==> config.mk <==
export PLATFORM = sky130hd
export DESIGN_NAME = sgtp_front
export DESIGN_NICKNAME = d
export VERILOG_FILES = /design/src/rtl/sgtp_pkg.sv /design/src/rtl/sgtp_front.sv
export SDC_FILE = /design/constraint.sdc
export NUM_CORES = 1
export LEC_CHECK = 0
export BUFFER_PORTS_ARGS = -buffer_cell sky130_fd_sc_hd__buf_2
export CAP_MARGIN = 10
export CORE_MARGIN = 3
export CORE_UTILIZATION = 60
export CTS_CLUSTER_SIZE = 8
export DETAILED_ROUTE_END_ITERATION = 8
export GPL_TIMING_DRIVEN = 1
export PLACE_DENSITY = 0.87
export REMOVE_ABC_BUFFERS = 1
export SETUP_SLACK_MARGIN = 0.05
export SYNTH_ARGS = -nofsm -noshare
export SYNTH_HDL_FRONTEND = slang
export SYNTH_SLANG_ARGS = --single-unit
==> constraint.sdc <==
create_clock -name clk -period 7.48 [get_ports clk]
set_input_delay 0.748 -clock clk [delete_from_list [all_inputs] [get_ports clk]]
set_output_delay 0.748 -clock clk [all_outputs]
set_load 0.05 [all_outputs]
==> src/rtl/sgtp_pkg.sv <==
// ----------------------------------------------------------------------------
// Semigraphics tile plotter package
// Shared types, command codes and helpers for the plotter front end, back end
// and top level.
// ----------------------------------------------------------------------------
package sgtp_pkg;

	// Default screen size in cells.
	localparam int COLS_DEF = 32;
	localparam int ROWS_DEF = 16;

	// Cell coordinates and rectangle ends are carried with room for 0..127.
	localparam int COORD_W = 7;

	// Command codes on the input channel.
	localparam logic [2:0] CMD_CLEAR    = 3'd0;
	localparam logic [2:0] CMD_SET_PAL  = 3'd1;
	localparam logic [2:0] CMD_SET_CODE = 3'd2;
	localparam logic [2:0] CMD_SET_PIX  = 3'd3;
	localparam logic [2:0] CMD_FILL     = 3'd4;
	localparam logic [2:0] CMD_PEEK     = 3'd5;

	typedef struct packed {
		logic [2:0] cmd;
		logic [5:0] pos_x;
		logic [5:0] pos_y;
		logic [5:0] rect_width;
		logic [4:0] rect_height;
		logic [7:0] char_code;
		logic       pixel_on;
		logic       use_second_palette;
	} cmd_t;

	typedef struct packed {
		logic [7:0] code_read;
		logic       palette_read;
		logic       status;
	} rsp_t;

	// Work kinds after classification by the front end.
	typedef enum logic [2:0] {
		OP_NONE     = 3'd0,
		OP_SET_PAL  = 3'd1,
		OP_SET_CODE = 3'd2,
		OP_PIXEL    = 3'd3,
		OP_FILL     = 3'd4,
		OP_PEEK     = 3'd5,
		OP_CLEAR    = 3'd6
	} op_kind_t;

	typedef struct packed {
		op_kind_t           kind;
		logic               status;
		logic [COORD_W-1:0] col;
		logic [COORD_W-1:0] row;
		logic [COORD_W-1:0] col_end;
		logic [COORD_W-1:0] row_end;
		logic [2:0]         bit_sel;
		logic               pixel_on;
		logic               pal;
		logic [7:0]         code;
	} op_t;

	// Status from the back end to the front end.
	typedef struct packed {
		logic take;
		logic init_busy;
	} back_stat_t;

	// Bit of the character code that holds a pixel, from the row within the
	// cell and the column within the cell.
	function automatic logic [2:0] pixel_bit(input logic [1:0] r, input logic xl);
		logic [2:0] b;
		b = 3'd0;
		unique case (r)
			2'd0: b = xl ? 3'd4 : 3'd5;
			2'd1: b = xl ? 3'd2 : 3'd3;
			2'd2: b = xl ? 3'd0 : 3'd1;
			default: b = 3'd0;
		endcase
		return b;
	endfunction

endpackage

==> src/rtl/sgtp_front.sv <==
// ----------------------------------------------------------------------------
// Semigraphics tile plotter front end
// Accepts commands, checks coordinates, works out cell positions and clipped
// rectangle ends, and queues the resulting work for the back end.
// ----------------------------------------------------------------------------
module sgtp_front #(
	parameter int COLS = 32,
	parameter int ROWS = 16
) (
	input  logic                clk,
	input  logic                arst_n,
	input  logic                cmd_valid,
	output logic                cmd_stall,
	input  sgtp_pkg::cmd_t      cmd,
	input  sgtp_pkg::back_stat_t stat,
	output logic                op_valid,
	output sgtp_pkg::op_t       op
);
	import sgtp_pkg::*;

	localparam logic [COORD_W-1:0] COLS_C  = COORD_W'(COLS);
	localparam logic [COORD_W-1:0] ROWS_C  = COORD_W'(ROWS);
	localparam logic [7:0]         PIX_X_C = 8'(2 * COLS);
	localparam logic [7:0]         PIX_Y_C = 8'(3 * ROWS);

	op_t                ent_q [2];
	logic               wr_ptr_q;
	logic               rd_ptr_q;
	logic [1:0]         cnt_q;
	logic               push;
	logic               pop;
	op_t                cls;
	logic [COORD_W-1:0] cx;
	logic [COORD_W-1:0] cy;
	logic [COORD_W-1:0] xe;
	logic [COORD_W-1:0] ye;
	logic               cell_ok;
	logic               pix_ok;
	logic [11:0]        prod;
	logic [4:0]         q3;
	logic [5:0]         rem6;

	assign cmd_stall = (cnt_q == 2'd2) || stat.init_busy;
	assign push      = cmd_valid && !cmd_stall;
	assign pop       = stat.take;
	assign op_valid  = (cnt_q != 2'd0);
	assign op        = ent_q[rd_ptr_q];

	// Classification.
	always_comb begin
		cx      = {1'b0, cmd.pos_x};
		cy      = {1'b0, cmd.pos_y};
		cell_ok = (cx < COLS_C) && (cy < ROWS_C);
		pix_ok  = ({2'b0, cmd.pos_x} < PIX_X_C) && ({2'b0, cmd.pos_y} < PIX_Y_C);
		xe      = cx + {1'b0, cmd.rect_width};
		ye      = cy + {2'b0, cmd.rect_height};
		if (xe > COLS_C) begin
			xe = COLS_C;
		end
		if (ye > ROWS_C) begin
			ye = ROWS_C;
		end
		// Division by three through a reciprocal, exact for six-bit rows.
		prod = 12'(cmd.pos_y) * 12'd43;
		q3   = prod[11:7];
		rem6 = cmd.pos_y - 6'(6'(q3) * 6'd3);

		cls          = '0;
		cls.kind     = OP_NONE;
		cls.col      = cx;
		cls.row      = cy;
		cls.col_end  = xe;
		cls.row_end  = ye;
		cls.pixel_on = cmd.pixel_on;
		cls.pal      = cmd.use_second_palette;
		cls.code     = cmd.char_code;
		cls.bit_sel  = pixel_bit(rem6[1:0], cmd.pos_x[0]);
		unique case (cmd.cmd)
			CMD_CLEAR: begin
				cls.kind    = OP_CLEAR;
				cls.col     = '0;
				cls.row     = '0;
				cls.col_end = COLS_C;
				cls.row_end = ROWS_C;
				cls.pal     = 1'b0;
			end
			CMD_SET_PAL: begin
				cls.kind   = cell_ok ? OP_SET_PAL : OP_NONE;
				cls.status = !cell_ok;
			end
			CMD_SET_CODE: begin
				cls.kind   = cell_ok ? OP_SET_CODE : OP_NONE;
				cls.status = !cell_ok;
			end
			CMD_SET_PIX: begin
				cls.kind   = pix_ok ? OP_PIXEL : OP_NONE;
				cls.status = !pix_ok;
				cls.col    = {2'b0, cmd.pos_x[5:1]};
				cls.row    = {2'b0, q3};
			end
			CMD_FILL: begin
				// An empty rectangle writes nothing and still reports done.
				if (!cell_ok) begin
					cls.status = 1'b1;
				end else if ((cmd.rect_width != '0) && (cmd.rect_height != '0)) begin
					cls.kind = OP_FILL;
				end
			end
			CMD_PEEK: begin
				cls.kind   = cell_ok ? OP_PEEK : OP_NONE;
				cls.status = !cell_ok;
			end
			default: begin
				cls.kind = OP_NONE;
			end
		endcase
	end

	always_ff @(posedge clk) begin
		if (push) begin
			ent_q[wr_ptr_q] <= cls;
		end
	end

	always_ff @(posedge clk or negedge arst_n) begin
		if (!arst_n) begin
			wr_ptr_q <= 1'b0;
			rd_ptr_q <= 1'b0;
			cnt_q    <= 2'd0;
		end else begin
			if (push) begin
				wr_ptr_q <= !wr_ptr_q;
			end
			if (pop) begin
				rd_ptr_q <= !rd_ptr_q;
			end
			if (push && !pop) begin
				cnt_q <= cnt_q + 2'd1;
			end else if (pop && !push) begin
				cnt_q <= cnt_q - 2'd1;
			end
		end
	end

endmodule

## Word-level counts from Yosys, hierarchy flattened

Memories as Yosys holds them, arrays and structs flattened.
Index checks and enable logic that the tools add are counted.

- Register bits after elaboration: 4
- Latch bits: 0
- Memory bits (writable): 88
- ROM bits: 0
- Output and inout port bits: 47
- Memories: 1

- $add $sub $neg: 5
- $mul: 2
- Divide/modulo/power cells: 0
- Order comparisons: 5
- Equal/unequal tests: 8
- Shift operators: 0
- Mux-type cells: 22
- Bitwise operators: 0
- Reductions and logical operators: 20

Memory list:

| memory | words | bits a word | rd ports | clocked after Yosys merged registers in | write ports | line | text |
|---|---|---|---|---|---|---|---|
| ent_q | 2 | 44 | 1 | 0 | 1 | sgtp_front.sv:26 | `op_t ent_q [2];` |

Operator list:

| kind | number |
|---|---|
| $pmux 13 s2 | 1 |
| $pmux 3 s6 | 1 |
| $mux 14 | 1 |
| $mux 7 | 2 |
| $lt 6x6->1 const B | 2 |
| $mul 6x6->12 const B | 1 |
| $mux 3 | 3 |
| $pmux 3 s3 | 1 |
| $mux 1 | 8 |
| $mux 2 | 4 |
| $add 6x5->7 | 1 |
| $add 6x6->7 | 1 |
| $gt 7x5->1 const B | 1 |
| $gt 7x6->1 const B | 1 |
| $logic_not 1->1 | 7 |
| $eq 3x2->1 const B | 2 |
| $eq 3x3->1 const B | 2 |
| $lt 6x5->1 const B | 1 |
| $reduce_bool 6->1 | 1 |
| $logic_and 1x1->1 | 5 |
| $mul 5x2->2 const B | 1 |
| $reduce_bool 5->1 | 1 |
| $eq 2x2->1 const B | 2 |
| $reduce_bool 2->1 | 2 |
| 10 further kinds | 10 |

## Logic depth before layout (Yosys ltp)

Gate-level depths: netlist (run 1).

- Word-level depth: 8
- Mapped depth: 20
- Gate-level depth less buffers: 20

## Worst setup path before layout (run 1)

No wires, ideal clock.

- Kind: input port to flip-flop
- Start: input port cmd[22] (netlist bit)
- End: memory ent_q[0][10] (netlist bit), data pin
- Setup time: 0.259 ns
- Arrival: 4.497 ns
- Required time: 7.221 ns
- Path slack: 2.724 ns
- Stages on the path: 19
- Buffers on the path: 0
- Cells stage by stage: ha_1 inv_1 fa_1 inv_1 fa_1 ha_1 and4_1 nand4_1 nand3_2 xor2_1 ha_1 inv_1 ha_1 nor2_1 xnor2_1 nor3_1 nor3b_1 o22ai_1 a41o_1

RTL lines:

| element | line | text |
|---|---|---|
| start, declared | sgtp_front.sv:14 | `input sgtp_pkg::cmd_t cmd,` |
| end, declared | sgtp_front.sv:26 |  |

==> results of run 1 <==
==> worst register-to-register path, delay by kind of cell (launching register included) <==
kind	cells	cell delay [ps]
simple gates	1	920
flops	1	430
compound gates	1	230
buf+inv	1	60
==> cells in the mapped netlist, types with 2 or more instances <==
master	n
edfxtp_1	86
mux2_2	44
ha_1	42
nor2_1	29
inv_1	25
xnor2_1	12
a21oi_1	10
a22o_1	9
xor2_1	8
a21o_1	7
clkbuf_1	6
fa_1	6
nand2_1	6
buf_2	4
dfrtp_1	4
nor2b_1	4
nor3_1	4
or4_1	4
a31oi_1	3
a41o_1	3
nand3_1	3
nor3b_1	3
o21bai_1	3
and2_1	2
and3_1	2
buf_4	2
o21ai_0	2
==> area by class of cell <==
cell class | count | area (sq um) | share of cell area
Sequential cell | 90 | 2680 | 0.482
Multi-Input combinational cell | 232 | 2030 | 0.364
Timing Repair Buffer | 86 | 433 | 0.0778
Tap cell | 102 | 128 | 0.0229
Clock buffer | 9 | 124 | 0.0222
Inverter | 25 | 93.8 | 0.0169
Clock inverter | 7 | 76.3 | 0.0137
==> power groups by stage <==
stage	clock network [mW]	logic [mW]	registers, mW
floorplan	0	0.693	0.712
global placement	0	0.839	0.729
detailed placement	0	0.863	0.735
CTS	0.343	0.866	0.724
global route	0.366	0.922	0.732
finish	0.334	0.862	0.722
==> routing by layer <==
| metal | vias up | part of all wire | GRT usage |
|---|---|---|---|
| li1 | 1487 | - | - |
| met1 | 1482 | 0.40 | 0.261 |
| met2 | 104 | 0.52 | 0.378 |
| met3 | 14 | 0.075 | 0.0618 |
| met4 | 2 | 0.011 | 0.0581 |
| met5 | - | 0.00076 | 0 |
==> placed cells by master (no fill, tap or decap), drive strengths merged, types with 9 or more instances in the layout <==
| cell type | Yosys | routed |
|---|---|---|
| nor2 | 29 | 29 |
| edfxtp | 86 | 86 |
| buf | 6 | 86 |
| a22o | 9 | 9 |
| clkbuf | 7 | 9 |
| mux2 | 44 | 44 |
| inv | 25 | 28 |
| a21oi | 11 | 11 |
| ha | 42 | 42 |
| xnor2 | 12 | 12 |
==> stage by stage <==
step	util	hold slack [ps]	instance area, sq um
global route	0.717	139	5570
floorplan	-	452	4800
CTS	0.717	157	5570
finish	0.717	174	5570
detailed placement	0.691	472	5370
global placement	0.691	475	5370
==> registers in the layout (all words and copies together), names as in the netlist <==
register and cells:
cnt_q 2, ent_q 86, rd_ptr_q 1, wr_ptr_q 1
==> cells by family (layout without fill, tap and decap cells) <==
kind of cell / Yosys count / in the layout / share of synthesized area
fa+ha+maj: 48 / 48 / 0.134
flops: 90 / 90 / 0.555
mux: 45 / 45 / 0.105
xor+xnor: 20 / 20 / 0.0362
compound gates: 46 / 46 / 0.0683
other cells: 1 / 8 / 0.000776
simple gates: 65 / 65 / 0.0691
buf+inv: 38 / 127 / 0.0324
==> worst max path at each step <==
stage                       start           end  slack, ps  depth (start not counted)
after CTS                 cmd[22]  ent_q[1][10]       2510                         20
final                     cmd[22]  ent_q[1][10]       2470                         20
after floorplan           cmd[22]  ent_q[0][10]       2720                         19
after global routing      cmd[22]  ent_q[1][10]       2250                         20
after global placement    cmd[22]  ent_q[0][10]       2360                         20
after detailed placement  cmd[22]  ent_q[1][10]       2120                         20
==> flow_summary_export.csv, run 1 <==
group,metric,value,unit
outcome,outcome,"finished clean",
critical_path,cp_slowest_cell,"fa_1",
floorplanning,die_w,95.8,microns
pwr,p_clk_frac,0.174,
synth,ys_seq_area_frac,0.555,
clock_network,hold_buffers,0,
pwr,leakage,2.36,nW
detailed_routing,drtAntennaViolNets,0,
critical_path,crit_top_cell,"ha_1",
critical_path,critPathLaunchType,"primary input",
pwr,ir_drop,0.157,mV
clock_network,root_buffer,"clkbuf_8",
timing,setup_ws,2470,ps
floorplanning,dieArea,9170,sq um
critical_path,path_delay_family,"adder cells",
detailed_routing,routedWlPerCell,16.8,microns
pwr,p_int,1.09,mW
detailed_routing,vias,3089,
pwr,p_sw,0.824,mW
timing,max_slew_margin,0.315,
clock_network,cts_setup_buffers,0,
synth,synth_enable_flop_cells,86,
detailed_routing,drc,0,
finish,instances_no_fill,551,
placed_design,hpwl,6740,microns
synth,synthTopCellsByArea,"edfxtp_1, ha_1, mux2_2",
synth,syn_inst,353,
synth,netlist.area_leader.share,0.534,
pwr,powerDensity,345,nW/um^2
pwr,p_seq_frac,0.376,
global_routing,grt_usage,0.216,
floorplanning,ios,88,
clock_network,path_clk_slew,90,ps
clock_network,htreeDepth,3,
clock_network,cts_resized,0,
clock_network,cts_sinks,90,
synth,yosysUniqueCellTypes,47,
timing,tightest_slew,1030,ps
global_routing,overflow,0,
pwr,switching_share,0.429,
finish,fin_nets,533,
clock_network,numCtsBuffers,9,
synth,avgSynthCellArea,13.7,sq um
timing,rsz0062_at_grt,"false",
finish,diodes,0,
run,cap_viol_max_count,0,
timing,fmax,0.199,GHz
pwr,combPwrFrac,0.449,
synth,synth_ff_type,"edfxtp_1",
global_routing,grt_pass1_vias,3177,
synth,ys_warn_count,0,
synth,synth_top_area_cell,"edfxtp_1",
global_routing,antenna_found_initial,1,
detailed_routing,drt_first_pass_iters,5,
critical_path,arrival,5120,ps
placed_design,port_buffers,85,
critical_path,crit_path_max_incr_delay,500,ps
finish,area_growth,15.2,%
critical_path,reg2regPathDepth,3,
critical_path,crit_path_end_kind,"register",
finish,fill_cells,538,
global_routing,grt_pass1_wl,14900,microns
floorplanning,die_y,95.8,microns
detailed_routing,drtIter0Drc,208,
clock_network,clk-insertion-delay-late,360,ps
floorplanning,coreArea,7770,sq um
critical_path,worst-path-buf-inv,4,
timing,slew_violations,0,
timing,hold_viol_final,0,
timing,fin_worst_skew,6.12,ps
detailed_routing,via_per_inst,5.61,
synth,syn_area,4830,sq um
synth,synthArstFlopShare,0.0444,
timing,fin_crit,5010,ps
placed_design,dp.cells,535,
placed_design,dp_slack,2120,ps
critical_path,path_cells,"buf_2 -> ha_1 -> inv_1 -> fa_1 -> inv_1 -> fa_1 -> ha_1 -> and4_1 -> nand4_1 -> nand3_2 -> xor2_1 -> ha_1 -> inv_1 -> ha_1 -> nor2_1 -> xnor2_1 -> nor3_1 -> nor3b_1 -> o22ai_1 -> a41o_1",
critical_path,worstReg2RegStart,"cnt_q[0]",
critical_path,r2r_end,"ent_q[1][31]",
floorplanning,initial_core_util,0.622,
timing,setup_viol,0,
critical_path,worstPathMaxFanout,10,
clock_network,clock_path_buffers,2,
finish,drive_gt1_frac,0.341,
detailed_routing,wl,9240,microns
placed_design,gp_congestion,0.863,
synth,synth_seq_cells,90,
global_routing,grt_max_degree,45,
floorplanning,rows,32,
timing,fin_crit_sh,0.670,
pwr,power,1.92,mW
timing,finalSetupTns,0,ps
critical_path,regToRegSetupSlack,5450,ps
critical_path,worstPathRequired,7590,ps
critical_path,crit_type,"in -> reg",
clock_network,cts_tree,"built",
min_path,hp-class,"in -> async",
Power figures use the tool's default switching activity.
==> inputs of run 2 (changes only) <==
- ABC_AREA: default -> 1
- CORE_UTILIZATION: 60 -> 56
- PLACE_DENSITY: 0.87 -> 0.82
- clock period: 7.48 -> 4.95 ns (I/O delays scaled with it)
==> run 2 against run 1 <==
  * Flip-flop and latch count unchanged
  * Critical path depth increased by 1
  * Global-route usage decreased by 1.2 points
  * Clock skew increased by 4.7 ps
  * Total power increased by 47%
  * Register-to-register slack got worse by 2700 ps
  * Critical path type unchanged
  * Highest routed layer is now met4
==> flow_summary_export.csv, run 2 <==
group,metric,value,unit
global_routing,grt_max_degree,45,
detailed_routing,drtAntennaViolNets,0,
finish,top_register,"ent_q",
finish,layout_commonest_cell,"edfxtp_1",
critical_path,path_cells,"buf_2 -> ha_1 -> inv_1 -> fa_1 -> inv_1 -> fa_1 -> ha_1 -> a21oi_1 -> nand2_1 -> nand2_1 -> nand2_2 -> inv_2 -> ha_1 -> ha_1 -> nor2_1 -> xnor2_1 -> nand3_1 -> nand2_1 -> nand2_1 -> nand2_1 -> a21oi_1",
finish,seqCellArea,2680,sq um
global_routing,antenna_found_initial,0,
synth,synth_top_area_cell,"edfxtp_1",
global_routing,grt_pass1_vias,3399,
critical_path,worstPathMaxFanout,11,
pwr,leakage,2.47,nW
floorplanning,initial_core_util,0.585,
min_path,min-delay-start,"cmd[8]",
timing,rsz0062_at_grt,"false",
clock_network,cts_resized,0,
detailed_routing,via_per_inst,5.36,
synth,yosysMostFrequentCell,"edfxtp_1",
finish,fin_nets,591,
finish,mostFrequentLayoutCells,"edfxtp_1, buf_2, nand2_1",
run,cap_viol_max_count,0,
finish,multi_input_area,2000,sq um
finish,fill_cells,637,
floorplanning,die_w,99.4,microns
clock_network,cts_sinks,90,
synth,syn_inst,403,
critical_path,crit_type,"in -> reg",
detailed_routing,vias,3283,
global_routing,grt_usage,0.204,
global_routing,overflow,0,
clock_network,clock_path_buffers,2,
critical_path,critPathLaunchType,"primary input",
placed_design,hpwl,7170,microns
floorplanning,die_y,99.4,microns
clock_network,root_buffer,"clkbuf_8",
synth,syn_area,4880,sq um
timing,fmax,0.253,GHz
placed_design,gp_congestion,0.865,
detailed_routing,drtIter0Drc,188,
critical_path,worstReg2RegStart,"cnt_q[0]",
timing,slew_violations,0,
detailed_routing,wl,9460,microns
outcome,outcome,"finished clean",
synth,avgSynthCellArea,12.1,sq um
detailed_routing,wl_met1,3850,microns
timing,fin_worst_skew,10.9,ps
detailed_routing,top_layer,"met4",
global_routing,grt_pass1_wl,15600,microns
critical_path,arrival,4060,ps
critical_path,reg2regPathDepth,5,
critical_path,crit_path_end_kind,"register",
synth,synthArstFlopShare,0.0444,
pwr,ir_drop,0.279,mV
timing,fin_crit_sh,0.800,
min_path,hp-class,"in -> reg",
floorplanning,dieArea,9870,sq um
finish,reg.largest.list,"ent_q x86, cnt_q x2",
clock_network,htreeDepth,3,
min_path,holdPathStages,1,
placed_design,dp.cells,595,
timing,max_slew_margin,0.335,
finish,diodes,0,
timing,finalSetupTns,0,ps
finish,drive_gt1_frac,0.318,
detailed_routing,routedWlPerCell,15.5,microns
synth,synth_seq_cells,90,
detailed_routing,wl_met2,4800,microns
pwr,powerDensity,498,nW/um^2
clock_network,numCtsBuffers,9,
detailed_routing,wl_met3,603,microns
critical_path,worstPathRequired,5060,ps
floorplanning,ios,88,
detailed_routing,drt_first_pass_iters,5,
clock_network,cts_setup_buffers,0,
critical_path,cp_slowest_cell,"fa_1",
critical_path,crit_top_cell,"nand2_1",
clock_network,path_clk_slew,90,ps
timing,fin_crit,3960,ps
critical_path,regToRegSetupSlack,2730,ps
synth,ys_warn_count,0,
clock_network,hold_buffers,1,
critical_path,r2r_end,"ent_q[1][34]",
floorplanning,rows,33,
synth,synth_enable_flop_cells,86,
synth,yosysUniqueCellTypes,36,
synth,ys_seq_area_frac,0.549,
finish,largest_reg_flops,86,
synth,synth_common_cells,"edfxtp_1, nand2_1, inv_1",
critical_path,crit_path_max_incr_delay,490,ps
placed_design,port_buffers,85,
timing,tightest_slew,998,ps
floorplanning,coreArea,8340,sq um
synth,netlist.area_leader.share,0.529,
finish,area_growth,15.9,%
detailed_routing,drc,0,
clock_network,cts_tree,"built",
finish,instances_no_fill,612,
timing,setup_viol,0,
timing,hold_viol_final,0,
synth,synth_ff_type,"edfxtp_1",
clock_network,clk-insertion-delay-late,360,ps
synth,synthTopCellsByArea,"edfxtp_1, ha_1, mux2_2",
min_path,min_to,"ent_q[0][6]",
==> run 2: cell types whose count changed after synthesis, moves of 5 or more <==
cell	change
nand2_1	+48
inv_1	+24
nand3_1	+12
a22o_1	-9
a21oi_1	+8
nor2_1	-8
a21o_1	-7
clkbuf_1	-5
o21ai_0	+5
o22ai_1	+5
==> run 2: per-stage QoR <==
step           cell area, sq um  setup slack, ps   util  hold slack, ps  total power [mW]
2_1_floorplan              4870             1090      -             199              2.07
3_3_place_gp               5460              766  0.654             303              2.32
3_5_place_dp               5460              612  0.654             306              2.36
4_1_cts                    5660             1000  0.679             306              2.84
5_1_grt                    5660              719  0.679             307              2.97
6_report                   5660              992  0.679             320              2.82
==> run 2: power breakdown <==
group,total [mW],internal (mW),switching [mW]
clock,0.483,0.231,0.251
combinational,1.26,0.393,0.868
sequential,1.08,0.978,0.0985
total,2.82,1.60,1.22
==> run 2: logic make-up (layout without fill, tap and decap cells) <==
logic type      Yosys count  in the layout  synth area share
simple gates            107            107            0.0976
flops                    90             90             0.549
buf+inv                  60            157            0.0487
fa+ha+maj                48             48             0.132
mux                      43             43            0.0992
compound gates           41             41            0.0487
xor+xnor                 13             13            0.0233
other cells               1              8          0.000768
==> run 2: layer usage <==
layer  global-route usage  vias to the layer above
met1                0.246                     1543
met2                0.360                      108
li1                     -                     1615
met3               0.0365                       17
met4               0.0861                        0
met5                    0                        -
==> run 2: how the worst max path moves through the flow <==
stage	endpoint	slack [ps]	from	cells past startpoint
2_1_floorplan	ent_q[0][10]	1090	cmd[22]	20
3_5_place_dp	ent_q[1][10]	610	cmd[22]	21
4_1_cts	ent_q[1][10]	1000	cmd[22]	21
5_1_grt	ent_q[1][10]	720	cmd[22]	24
6_report	ent_q[1][10]	990	cmd[22]	21
3_3_place_gp	ent_q[0][10]	770	cmd[22]	21
==> run 2: cell type report <==
cell class / count / area share
Timing Repair Buffer: 88 / 0.0796
Tap cell: 105 / 0.0232
Multi-Input combinational cell: 260 / 0.354
Clock buffer: 9 / 0.0219
Sequential cell: 90 / 0.474
Clock inverter: 7 / 0.0122
Inverter: 53 / 0.0351
==> run 2: worst max-delay path: cells and delay by family <==
family	cells	cell delay, ps
and+or+nand+nor	8	750
AOI/OAI and AO/OA	2	300
xor gates and xnor gates	1	150
buffers and inverters	4	350
adders and majority gates	6	2020
==> inputs of run 3 (changes only) <==
- ABC_AREA: 1 -> 0
- clock period: 4.95 -> 3.66 ns (I/O delays scaled with it)
==> run 3 against run 2 <==
  * The run now ends with negative setup slack left
  * Highest routed layer is now met5
  * Die area is 0.93% lower
  * Setup slack worse by 1300 ps
  * Flip-flop and latch count stayed put
  * Critical endpoint is now ent_q[0][10]
  * Total power is 47% higher
  * Sequential share of layout area is 1.5 points lower
  * Largest cell class unchanged
==> flow_summary_export.csv, run 3 (synthesis results as in run 1) <==
group,metric,value,unit
detailed_routing,wl_met2,5220,microns
finish,reg.largest.list,"ent_q x86, cnt_q x2",
floorplanning,initial_core_util,0.582,
timing,max_slew_margin,0.307,
outcome,outcome,"complete, but fails checks",
critical_path,worstReg2RegStart,"cnt_q[0]",
critical_path,cp-endpoint,"ent_q[0][10]",
critical_path,critPathLaunchType,"primary input",
clock_network,path_clk_slew,90,ps
global_routing,grt_max_degree,45,
detailed_routing,routedWlPerCell,17.2,microns
clock_network,clock_path_buffers,2,
pwr,power,4.15,mW
critical_path,crit_path_max_incr_delay,510,ps
critical_path,worst-path-buf-inv,5,
floorplanning,coreArea,8300,sq um
floorplanning,die_w,98.9,microns
timing,slew_violations,0,
timing,hold_viol_final,0,
detailed_routing,top_layer,"met5",
clock_network,htreeDepth,3,
detailed_routing,drtAntennaViolNets,0,
critical_path,startpoint,"cmd[22]",
finish,seqCellArea,2680,sq um
critical_path,path_cells,"buf_8 -> ha_4 -> inv_2 -> fa_1 -> inv_2 -> fa_1 -> ha_4 -> and4_1 -> nand4_1 -> nand3_2 -> xor2_2 -> ha_1 -> inv_2 -> ha_4 -> nor2_4 -> xnor2_2 -> buf_4 -> xor2_2 -> nand3_1 -> a41o_1",
critical_path,arrival,4050,ps
placed_design,dp.cells,552,
finish,layout_commonest_cell,"edfxtp_1",
clock_network,numCtsBuffers,9,
floorplanning,rows,33,
floorplanning,ios,88,
critical_path,worstPathRequired,3760,ps
global_routing,grt_pass1_wl,16000,microns
finish,multi_input_area,2120,sq um
global_routing,overflow,0,
timing,hold_slack,198,ps
finish,drive_gt1_frac,0.397,
timing,setup_ws,-294,ps
timing,fin_crit_sh,1.08,
run,cap_viol_max_count,0,
finish,instances_no_fill,573,
detailed_routing,wl_met1,3890,microns
clock_network,root_buffer,"clkbuf_8",
timing,fin_crit,3950,ps
global_routing,grt_usage,0.209,
detailed_routing,wl,9880,microns
pwr,ir_drop,0.355,mV
detailed_routing,vias,3217,
pwr,leakage,2.47,nW
detailed_routing,wl_met3,681,microns
timing,fmax,0.253,GHz
min_path,hp-class,"in -> reg",
clock_network,clk-insertion-delay-late,350,ps
placed_design,port_buffers,85,
finish,largest_reg_flops,86,
finish,fin_nets,552,
critical_path,path_delay_family,"adder cells",
finish,mostFrequentLayoutCells,"edfxtp_1, buf_2, mux2_2",
detailed_routing,drtIter0Drc,163,
finish,diodes,0,
critical_path,cp_slowest_cell,"fa_1",
finish,area_growth,21.0,%
clock_network,cts_sinks,90,
critical_path,reg2regPathDepth,5,
floorplanning,die_y,98.9,microns
finish,fill_cells,573,
critical_path,crit_cells,20,
detailed_routing,drt_first_pass_iters,4,
timing,rsz0062_at_grt,"true",
critical_path,r2r_end,"ent_q[0][14]",
global_routing,antenna_found_initial,1,
timing,setup_viol,6,
finish,top_register,"ent_q",
critical_path,crit_type,"in -> reg",
placed_design,hpwl,7030,microns
clock_network,cts_tree,"built",
global_routing,grt_pass1_vias,3411,
placed_design,gp_congestion,0.825,
critical_path,regToRegSetupSlack,1430,ps
timing,fin_worst_skew,11.5,ps
detailed_routing,drc,0,
finish,final_core_util,0.705,
floorplanning,dieArea,9780,sq um
pwr,powerDensity,709,nW/um^2
detailed_routing,via_per_inst,5.61,
critical_path,crit_path_end_kind,"register",
timing,tightest_slew,1040,ps
outcome,violations,"negative setup slack",
critical_path,worstPathMaxFanout,4,
[run 3: per-layer routing]
layer / up-vias / track usage
met5: - / 0
met4: 2 / 0.0588
met3: 11 / 0.0510
met2: 113 / 0.385
met1: 1572 / 0.239
li1: 1519 / -
[run 3: power breakdown]
group          switching [mW]  internal, mW  leakage, nW  total [mW]
Sequential              0.142          1.33        0.835        1.48
Combinational            1.25         0.698         1.53        1.94
Clock                   0.339         0.388        0.104       0.727
[run 3: final cells by class]
class / instances / area share
flip-flops and latches: 90 / 0.459
multi-input cells: 232 / 0.363
repair buffers: 105 / 0.102
well taps: 105 / 0.0225
clock buffers: 10 / 0.0218
inverters: 25 / 0.0160
clock inverters: 6 / 0.0156
[run 3: worst min-delay path by stage]
| stage | startpoint | to | slack [ps] | cells past startpoint |
|---|---|---|---|---|
| after floorplan | arst_n | cnt_q[0] | 70 | 0 |
| after global placement | arst_n | cnt_q[1] | 170 | 1 |
| after detailed placement | arst_n | cnt_q[1] | 180 | 1 |
| after CTS | cmd[7] | ent_q[1][5] | 180 | 1 |
| after global routing | cmd[6] | ent_q[1][4] | 170 | 1 |
| final | cmd[7] | ent_q[1][5] | 200 | 1 |
[run 3: timing repair]
item,CTS,global route
endpoints found under the hold margin,4,0
pin swaps,14,5
endpoints found under the setup margin,6,6
hold buffers,1,0
setup buffers,2,2
gates resized for setup,15,7
[run 3: metrics by stage]
step	TNS [ps]	cell area, sq um	worst slack [ps]
2_1_floorplan	-3600	4800	-714
3_3_place_gp	-3960	5480	-711
3_5_place_dp	-4880	5480	-880
4_1_cts	-1110	5810	-260
5_1_grt	-1940	5850	-418
6_report	-1240	5850	-294
